## src/rtl/gss_pkg.sv

```systemverilog
// Shared types and constants for the automatic gear shift sequencer.
// Used by gss_csr, auto_gear_shift_sequencer and gss_checker; depends on nothing.
`default_nettype none

package gss_pkg;

   // Field widths
   localparam int SPEED_W  = 16;
   localparam int PEDAL_W  = 8;
   localparam int RPM_W    = 14;
   localparam int GEAR_W   = 5;
   localparam int TICK_W   = 8;
   localparam int COUNT_W  = 4;
   localparam int STAND_W  = 15;
   localparam int CSR_IDX_W  = 4;
   localparam int CSR_DATA_W = 16;

   typedef logic signed [GEAR_W-1:0] gear_type;

   localparam gear_type GEAR_REVERSE = -5'sd1;
   localparam gear_type GEAR_NEUTRAL = 5'sd0;
   localparam gear_type GEAR_FIRST   = 5'sd1;

   // Highest forward gear the hardware supports
   localparam logic [COUNT_W-1:0] MAX_GEARS = 4'd8;

   // Pedal pressed above a tenth of full travel, clutch closed above nine tenths
   localparam logic [PEDAL_W-1:0] PEDAL_MIN  = 8'd25;
   localparam logic [PEDAL_W-1:0] CLUTCH_MIN = 8'd229;

   localparam logic [TICK_W-1:0] TICK_MAX = 8'hFF;

   // Register indexes
   typedef enum logic [CSR_IDX_W-1:0] {
      CSR_SHIFT_UP_RPM     = 4'd0,
      CSR_SHIFT_DOWN_RPM   = 4'd1,
      CSR_SHIFT_TICKS      = 4'd2,
      CSR_GEAR_COUNT       = 4'd3,
      CSR_AUTOMATIC_MODE   = 4'd4,
      CSR_STANDSTILL_SPEED = 4'd5,
      CSR_DWELL_TICKS      = 4'd6,
      CSR_COOLDOWN_TICKS   = 4'd7
   } csr_index_type;

   typedef struct packed {
      logic [RPM_W-1:0]   shift_up_rpm;
      logic [RPM_W-1:0]   shift_down_rpm;
      logic [TICK_W-1:0]  shift_ticks;
      logic [COUNT_W-1:0] gear_count;
      logic               automatic_mode;
      logic [STAND_W-1:0] standstill_speed;
      logic [TICK_W-1:0]  dwell_ticks;
      logic [TICK_W-1:0]  cooldown_ticks;
   } cfg_type;

   localparam cfg_type CFG_RESET = '{
      shift_up_rpm:     14'd6000,
      shift_down_rpm:   14'd2500,
      shift_ticks:      8'd0,
      gear_count:       4'd6,
      automatic_mode:   1'b1,
      standstill_speed: 15'd60,
      dwell_ticks:      8'd30,
      cooldown_ticks:   8'd50
   };

endpackage

`default_nettype wire

```

## src/rtl/gss_csr.sv

```systemverilog
// Configuration register file of the gear shift sequencer.
// Depends on gss_pkg for the register indexes and the cfg_type struct.
`default_nettype none

module gss_csr (
   input  wire                             clock,
   input  wire                             reset,
   input  wire                             csr_valid,
   output logic                            csr_ready,
   input  wire  [gss_pkg::CSR_IDX_W-1:0]   csr_index,
   input  wire  [gss_pkg::CSR_DATA_W-1:0]  csr_wdata,
   output gss_pkg::cfg_type                cfg
);
   import gss_pkg::*;

   cfg_type cfg_ff;
   cfg_type cfg_in;

   // Always able to take a word
   assign csr_ready = 1'b1;

   // Decode the write, drop unknown indexes, mask high bits
   always_comb begin
      cfg_in = cfg_ff;
      if (csr_valid && csr_ready) begin
         unique case (csr_index)
            CSR_SHIFT_UP_RPM:     cfg_in.shift_up_rpm     = csr_wdata[RPM_W-1:0];
            CSR_SHIFT_DOWN_RPM:   cfg_in.shift_down_rpm   = csr_wdata[RPM_W-1:0];
            CSR_SHIFT_TICKS:      cfg_in.shift_ticks      = csr_wdata[TICK_W-1:0];
            CSR_GEAR_COUNT:       cfg_in.gear_count       = csr_wdata[COUNT_W-1:0];
            CSR_AUTOMATIC_MODE:   cfg_in.automatic_mode   = csr_wdata[0];
            CSR_STANDSTILL_SPEED: cfg_in.standstill_speed = csr_wdata[STAND_W-1:0];
            CSR_DWELL_TICKS:      cfg_in.dwell_ticks      = csr_wdata[TICK_W-1:0];
            CSR_COOLDOWN_TICKS:   cfg_in.cooldown_ticks   = csr_wdata[TICK_W-1:0];
            default:              cfg_in = cfg_ff;
         endcase
      end
   end

   always_ff @(posedge clock) begin
      if (reset) begin
         cfg_ff <= CFG_RESET;
      end else begin
         cfg_ff <= cfg_in;
      end
   end

   assign cfg = cfg_ff;

endmodule

`default_nettype wire

```

## src/rtl/auto_gear_shift_sequencer.sv

```systemverilog
// Automatic gear shift sequencer: input register, gear decision logic, result register.
// Two register stages, input then result; the gear state updates as a word moves to
// the result. Throughput: one word per cycle unless rsp_stall holds the result word.
// Reset (synchronous): neutral, no shift, counters cleared, since-shift count saturated,
// configuration at its defaults; both pipeline stages empty.
// Depends on gss_pkg and gss_csr.
`default_nettype none

module auto_gear_shift_sequencer (
   input  wire                             clock,
   input  wire                             reset,
   // request channel
   input  wire                             req_valid,
   output logic                            req_stall,
   input  wire  signed [gss_pkg::SPEED_W-1:0] req_speed_forward,
   input  wire  [gss_pkg::PEDAL_W-1:0]     req_throttle_pedal,
   input  wire  [gss_pkg::PEDAL_W-1:0]     req_brake_pedal,
   input  wire  [gss_pkg::RPM_W-1:0]       req_shaft_rpm,
   input  wire  [gss_pkg::PEDAL_W-1:0]     req_clutch_level,
   // response channel
   output logic                            rsp_valid,
   input  wire                             rsp_stall,
   output logic signed [gss_pkg::GEAR_W-1:0] rsp_gear_now,
   output logic                            rsp_shift_active,
   output logic [gss_pkg::PEDAL_W-1:0]     rsp_drive_pedal,
   output logic [gss_pkg::PEDAL_W-1:0]     rsp_stop_pedal,
   // configuration channel
   input  wire                             csr_valid,
   output logic                            csr_ready,
   input  wire  [gss_pkg::CSR_IDX_W-1:0]   csr_index,
   input  wire  [gss_pkg::CSR_DATA_W-1:0]  csr_wdata
);
   import gss_pkg::*;

   cfg_type cfg;

   gss_csr u_csr (
      .clock     (clock),
      .reset     (reset),
      .csr_valid (csr_valid),
      .csr_ready (csr_ready),
      .csr_index (csr_index),
      .csr_wdata (csr_wdata),
      .cfg       (cfg)
   );

   // Pipeline control
   logic s1_valid_ff, s1_valid_in;
   logic rsp_valid_ff, rsp_valid_in;
   logic req_accept, out_load;

   assign out_load    = s1_valid_ff && (!rsp_valid_ff || !rsp_stall);
   assign req_stall   = s1_valid_ff && !out_load;
   assign req_accept  = req_valid && !req_stall;
   assign s1_valid_in = req_accept || (s1_valid_ff && !out_load);
   assign rsp_valid_in = out_load || (rsp_valid_ff && rsp_stall);

   // Input register
   logic [SPEED_W-1:0] speed_ff;
   logic [PEDAL_W-1:0] thr_ff, brk_ff, clu_ff;
   logic [RPM_W-1:0]   rpm_ff;

   always_ff @(posedge clock) begin
      if (req_accept) begin
         speed_ff <= req_speed_forward;
         thr_ff   <= req_throttle_pedal;
         brk_ff   <= req_brake_pedal;
         rpm_ff   <= req_shaft_rpm;
         clu_ff   <= req_clutch_level;
      end
   end

   // Gear state
   gear_type          gear_ff, gear_in, target_ff, target_in, goal;
   logic              shifting_ff, shifting_in, want;
   logic [TICK_W-1:0] countdown_ff, countdown_in;
   logic [TICK_W-1:0] stand_ff, stand_in, since_ff, since_in;

   // Speed magnitude, one bit wider so the most negative speed is never a standstill
   logic [SPEED_W:0]   mag;
   logic               stopped, dwelt, thr_on, brk_on, clutch_on, fwd, rev;
   logic [COUNT_W-1:0] top;

   assign mag = speed_ff[SPEED_W-1] ? ({1'b0, ~speed_ff} + 17'd1) : {1'b0, speed_ff};
   assign stopped   = mag < {2'b00, cfg.standstill_speed};
   assign thr_on    = thr_ff > PEDAL_MIN;
   assign brk_on    = brk_ff > PEDAL_MIN;
   assign clutch_on = clu_ff > CLUTCH_MIN;
   assign fwd       = gear_ff > GEAR_NEUTRAL;
   assign rev       = gear_ff[GEAR_W-1];

   // Clamp the configured gear count to the supported range
   always_comb begin
      priority if (cfg.gear_count == '0) begin
         top = 4'd1;
      end else if (cfg.gear_count > MAX_GEARS) begin
         top = MAX_GEARS;
      end else begin
         top = cfg.gear_count;
      end
   end

   // Next gear state for the word moving to the result register
   always_comb begin
      stand_in     = stopped ? ((stand_ff == TICK_MAX) ? stand_ff : stand_ff + 8'd1) : '0;
      since_in     = (since_ff == TICK_MAX) ? since_ff : since_ff + 8'd1;
      dwelt        = stand_in > cfg.dwell_ticks;
      gear_in      = gear_ff;
      target_in    = target_ff;
      shifting_in  = shifting_ff;
      countdown_in = countdown_ff;
      want         = 1'b0;
      goal         = GEAR_NEUTRAL;

      priority if (shifting_ff) begin
         // finish or hold the running shift
         if (countdown_ff <= 8'd1) begin
            countdown_in = '0;
            shifting_in  = 1'b0;
            gear_in      = target_ff;
            since_in     = '0;
         end else begin
            countdown_in = countdown_ff - 8'd1;
         end
      end else if (gear_ff == GEAR_NEUTRAL) begin
         want = 1'b1;
         goal = GEAR_FIRST;
      end else if (cfg.automatic_mode) begin
         priority if (dwelt && fwd && brk_on && !thr_on) begin
            want = 1'b1;
            goal = GEAR_REVERSE;
         end else if (dwelt && rev && thr_on && !brk_on) begin
            want = 1'b1;
            goal = GEAR_FIRST;
         end else if (fwd && clutch_on && (since_in > cfg.cooldown_ticks)) begin
            if ((rpm_ff > cfg.shift_up_rpm) && (gear_ff < $signed({1'b0, top}))) begin
               want = 1'b1;
               goal = gear_ff + GEAR_FIRST;
            end else if ((rpm_ff < cfg.shift_down_rpm) && (gear_ff > GEAR_FIRST)) begin
               want = 1'b1;
               goal = gear_ff - GEAR_FIRST;
            end
         end else begin
            want = 1'b0;
         end
      end else begin
         want = 1'b0;
      end

      // start a shift: keep the current gear while the countdown runs, or change at once
      if (want && (goal != gear_ff)) begin
         target_in = goal;
         if (cfg.shift_ticks != '0) begin
            shifting_in  = 1'b1;
            countdown_in = cfg.shift_ticks;
         end else begin
            gear_in  = goal;
            since_in = '0;
         end
      end
   end

   // Control and state registers
   always_ff @(posedge clock) begin
      if (reset) begin
         s1_valid_ff  <= 1'b0;
         rsp_valid_ff <= 1'b0;
         gear_ff      <= GEAR_NEUTRAL;
         target_ff    <= GEAR_NEUTRAL;
         shifting_ff  <= 1'b0;
         countdown_ff <= '0;
         stand_ff     <= '0;
         since_ff     <= TICK_MAX;
      end else begin
         s1_valid_ff  <= s1_valid_in;
         rsp_valid_ff <= rsp_valid_in;
         if (out_load) begin
            gear_ff      <= gear_in;
            target_ff    <= target_in;
            shifting_ff  <= shifting_in;
            countdown_ff <= countdown_in;
            stand_ff     <= stand_in;
            since_ff     <= since_in;
         end
      end
   end

   // Result register; swap the pedals in reverse
   gear_type           gear_out_ff;
   logic               shift_out_ff;
   logic [PEDAL_W-1:0] drive_out_ff, stop_out_ff;

   always_ff @(posedge clock) begin
      if (out_load) begin
         gear_out_ff  <= gear_in;
         shift_out_ff <= shifting_in;
         drive_out_ff <= gear_in[GEAR_W-1] ? brk_ff : thr_ff;
         stop_out_ff  <= gear_in[GEAR_W-1] ? thr_ff : brk_ff;
      end
   end

   assign rsp_valid        = rsp_valid_ff;
   assign rsp_gear_now     = gear_out_ff;
   assign rsp_shift_active = shift_out_ff;
   assign rsp_drive_pedal  = drive_out_ff;
   assign rsp_stop_pedal   = stop_out_ff;

endmodule

`default_nettype wire

```

## config.mk

```make
export PLATFORM = sky130hd
export DESIGN_NAME = auto_gear_shift_sequencer
export DESIGN_NICKNAME = d
export VERILOG_FILES = /design/src/rtl/gss_pkg.sv /design/src/rtl/gss_csr.sv /design/src/rtl/auto_gear_shift_sequencer.sv
export SDC_FILE = /design/constraint.sdc
export NUM_CORES = 1
export LEC_CHECK = 0
export ABC_AREA = 1
export BUFFER_PORTS_ARGS = -buffer_cell sky130_fd_sc_hd__buf_2
export CAP_MARGIN = 20
export CORE_UTILIZATION = 30
export CTS_CLUSTER_DIAMETER = 50
export DETAILED_ROUTE_END_ITERATION = 10
export MAX_ROUTING_LAYER = met4
export PLACE_DENSITY = 0.42
export SYNTH_ARGS = -nofsm -noshare
export SYNTH_HDL_FRONTEND = slang
export SYNTH_SLANG_ARGS = --single-unit
```

## constraint.sdc

```tcl
create_clock -name clock -period 6.3 [get_ports clock]
set_input_delay 0.315 -clock clock [delete_from_list [all_inputs] [get_ports clock]]
set_output_delay 0.315 -clock clock [all_outputs]
set_load 0.05 [all_outputs]
```

==> qor.csv <==
metric,value,unit
required,6490,ps
portBuffers,100,
maxSlewViolCount,0,
path_max_fanout,24,
critPathLaunchType,flip-flop,
dp_cells,1687,
fp.dieH,182,µm
dominantRegCellSynth,dfxtp_1,
post_cts_resized,0,
synth_top_area_share,23.1,%
grt_pass1_wl,38.6,mm
grt_start_max_net_pins,54,
die_w,182,µm
drive_gt1_share,15.5,%
clock.fmax,0.179,GHz
cts_buffers,17,
ir_drop,0.169,mV
drc,0,
coreArea,31800,µm²
crit_top_cell,nand2_1,
finalPower,2.88,mW
viasPerCell,4.41,
setup_viol,0,
drv_cap,0,
post_cts_buffers,0,
final_util,35.5,%
status,finished clean,
end_kind,flip-flop,
cp.arrival,5770,ps
hold_path.class,in -> reg,
cts_tree,done,
path_buf_inv,5,
nets,1418,
dieArea,33200,µm²
yosysUniqueCellTypes,49,
p_per_area,256,nW/µm²
start_util,30.7,%
tns,0,ps
drtPass1Iterations,4,
final_common_cell,nand2_1,
clock_skew,11.5,ps
holdBufCountCts,0,
stdcell_area,11300,µm²
grt_pass1_vias,7320,
grt_antenna_before_repair,2,
worstMarginPinSlew,809,ps
dpl.hpwl,17.2,mm
yosysSeqAreaShare,45.4,%
cts-root-buf,clkbuf_16,
num_rows,65,
cp_slowest_cell,edfxtp_1,
cts.sinks,184,
clk_latency,450,ps
period_needed,5570,ps
routed_wl,23.9,mm
synth.ff_latch_count,184,
ys_top_cells_by_area,"edfxtp_1, dfxtp_1, nand2_1",
antenna_left,0,
finalNonFillerCells,1721,
p_leak,5.10,nW
vias,7588,
synth_cells,1180,
syn_to_final_growth,15.6,%
htreeDepth,4,
syn_nets,1327,
grt_overflow_total,0,
grt_use_total,15.5,%
rsz0062_at_grt,no,
synth-edff-count,75,
syn_area,9760,µm²
crit_family,simple AND/OR/NAND/NOR gates,
gp_congestion,0.776,
synth-async-reset-ratio,0,%
syn_area_per_cell,8.27,µm²
ios,104,
slew_headroom,45.9,%
final_cell_mix,"nand2_1, inv_1, dfxtp_1",
hold_violations,0,
synth_warnings,0,
slowest_delay,390,ps
postPlaceCellArea,10700,µm²
critPathKind,reg -> reg,
post-route-period-util,88.5,%
cts_buffer_depth,2,
yosysTopAreaCell,edfxtp_1,
clkTransAtPathRegs,70,ps
wl_per_cell,13.9,µm
drtIter0Drc,432,
==> worst paths after layout <==
| kind | slack [ps] | end | start | cells past startpoint |
|---|---|---|---|---|
| max | 730 | rsp_drive_pedal[2] | speed_ff[1] | 34 |
| min | 40 | clu_ff[6] | req_clutch_level[6] | 1 |
| max reg2reg | 730 | rsp_drive_pedal[2] | speed_ff[1] | 34 |
| min reg2reg | 460 | u_csr.cfg[57] | u_csr.cfg[57] | 2 |
==> cell usage after synthesis, types with 2 or more instances <==
cell	count
o21ai_1	3
nand2_1	228
o21a_1	2
xnor2_1	13
nand3_2	5
buf_2	5
edfxtp_1	75
inv_2	3
nor2_1	86
a21oi_1	98
nor4_1	5
nand2_4	3
nor2_4	2
o211ai_1	10
nand4_1	16
nand3_1	63
a31oi_1	3
nand2_2	21
xor2_1	18
buf_6	2
clkinv_1	3
o21ai_0	95
a21oi_4	3
or2_2	6
o21bai_1	6
buf_12	2
nor3_1	13
buf_4	2
inv_1	166
nor2_2	2
clkbuf_1	22
o21ai_2	7
dfxtp_1	109
ha_1	68
==> state kept, by name (all words and copies together), names as in the netlist, 8 cells and up <==
register,count
since_ff,8
rsp_stop_pedal,8
speed_ff,16
rsp_drive_pedal,8
countdown_ff,8
u_csr.cfg,72
stand_ff,8
thr_ff,8
brk_ff,8
rpm_ff,14
==> power by group <==
group / total [mW] / leakage, nW / switching [mW] / internal, mW
registers: 1.34 / 1.61 / 0.0379 / 1.30
logic: 0.458 / 3.19 / 0.302 / 0.156
clock network: 1.09 / 0.301 / 0.494 / 0.591
total: 2.88 / 5.10 / 0.834 / 2.05
==> worst register-to-register path: cells and delay by family (launching register included) <==
| family | cells | cell delay [ps] |
|---|---|---|
| flops | 1 | 390 |
| xor+xnor | 1 | 100 |
| buf+inv | 5 | 380 |
| compound gates | 5 | 830 |
| fa+ha+maj | 3 | 730 |
| simple gates | 20 | 2900 |
==> stage by stage <==
stage / hold slack (ps) / setup WS [ps]
5_1_grt: 7.56 / 7.90
4_1_cts: 6.37 / 310
2_1_floorplan: 414 / 1560
6_report: 38.7 / 727
3_3_place_gp: 451 / 437
3_5_place_dp: 455 / 338
==> layout make-up <==
class                      count  area (µm²)
sequential                   184        4430
clock inverter                10        78.8
multi-input combinational    790        4510
timing repair buffer         106         546
antenna                        2        5.00
inverter                     172         646
clock buffer                  22         517
tap                          435         544
fill                        3373       20500
==> cell families (layout without fill, tap and decap cells) <==
logic type	count (synthesis)	after routing	share of synthesized area (%)
xor+xnor	31	31	2.78
simple gates	455	455	20.9
compound gates	234	234	13.4
flops	184	184	45.4
other cells	1	3	0.0384
mux	1	1	0.115
fa+ha+maj	68	68	8.72
buf+inv	206	310	8.55
==> routing by layer <==
metal	wire, µm	share of wire, %	GRT usage, %
met3	780	3.3	3.33
met2	11200	47	25.2
met4	283	1.2	4.20
met1	11600	49	19.4
met5	0	0	-
Power figures use the tool's default switching activity.
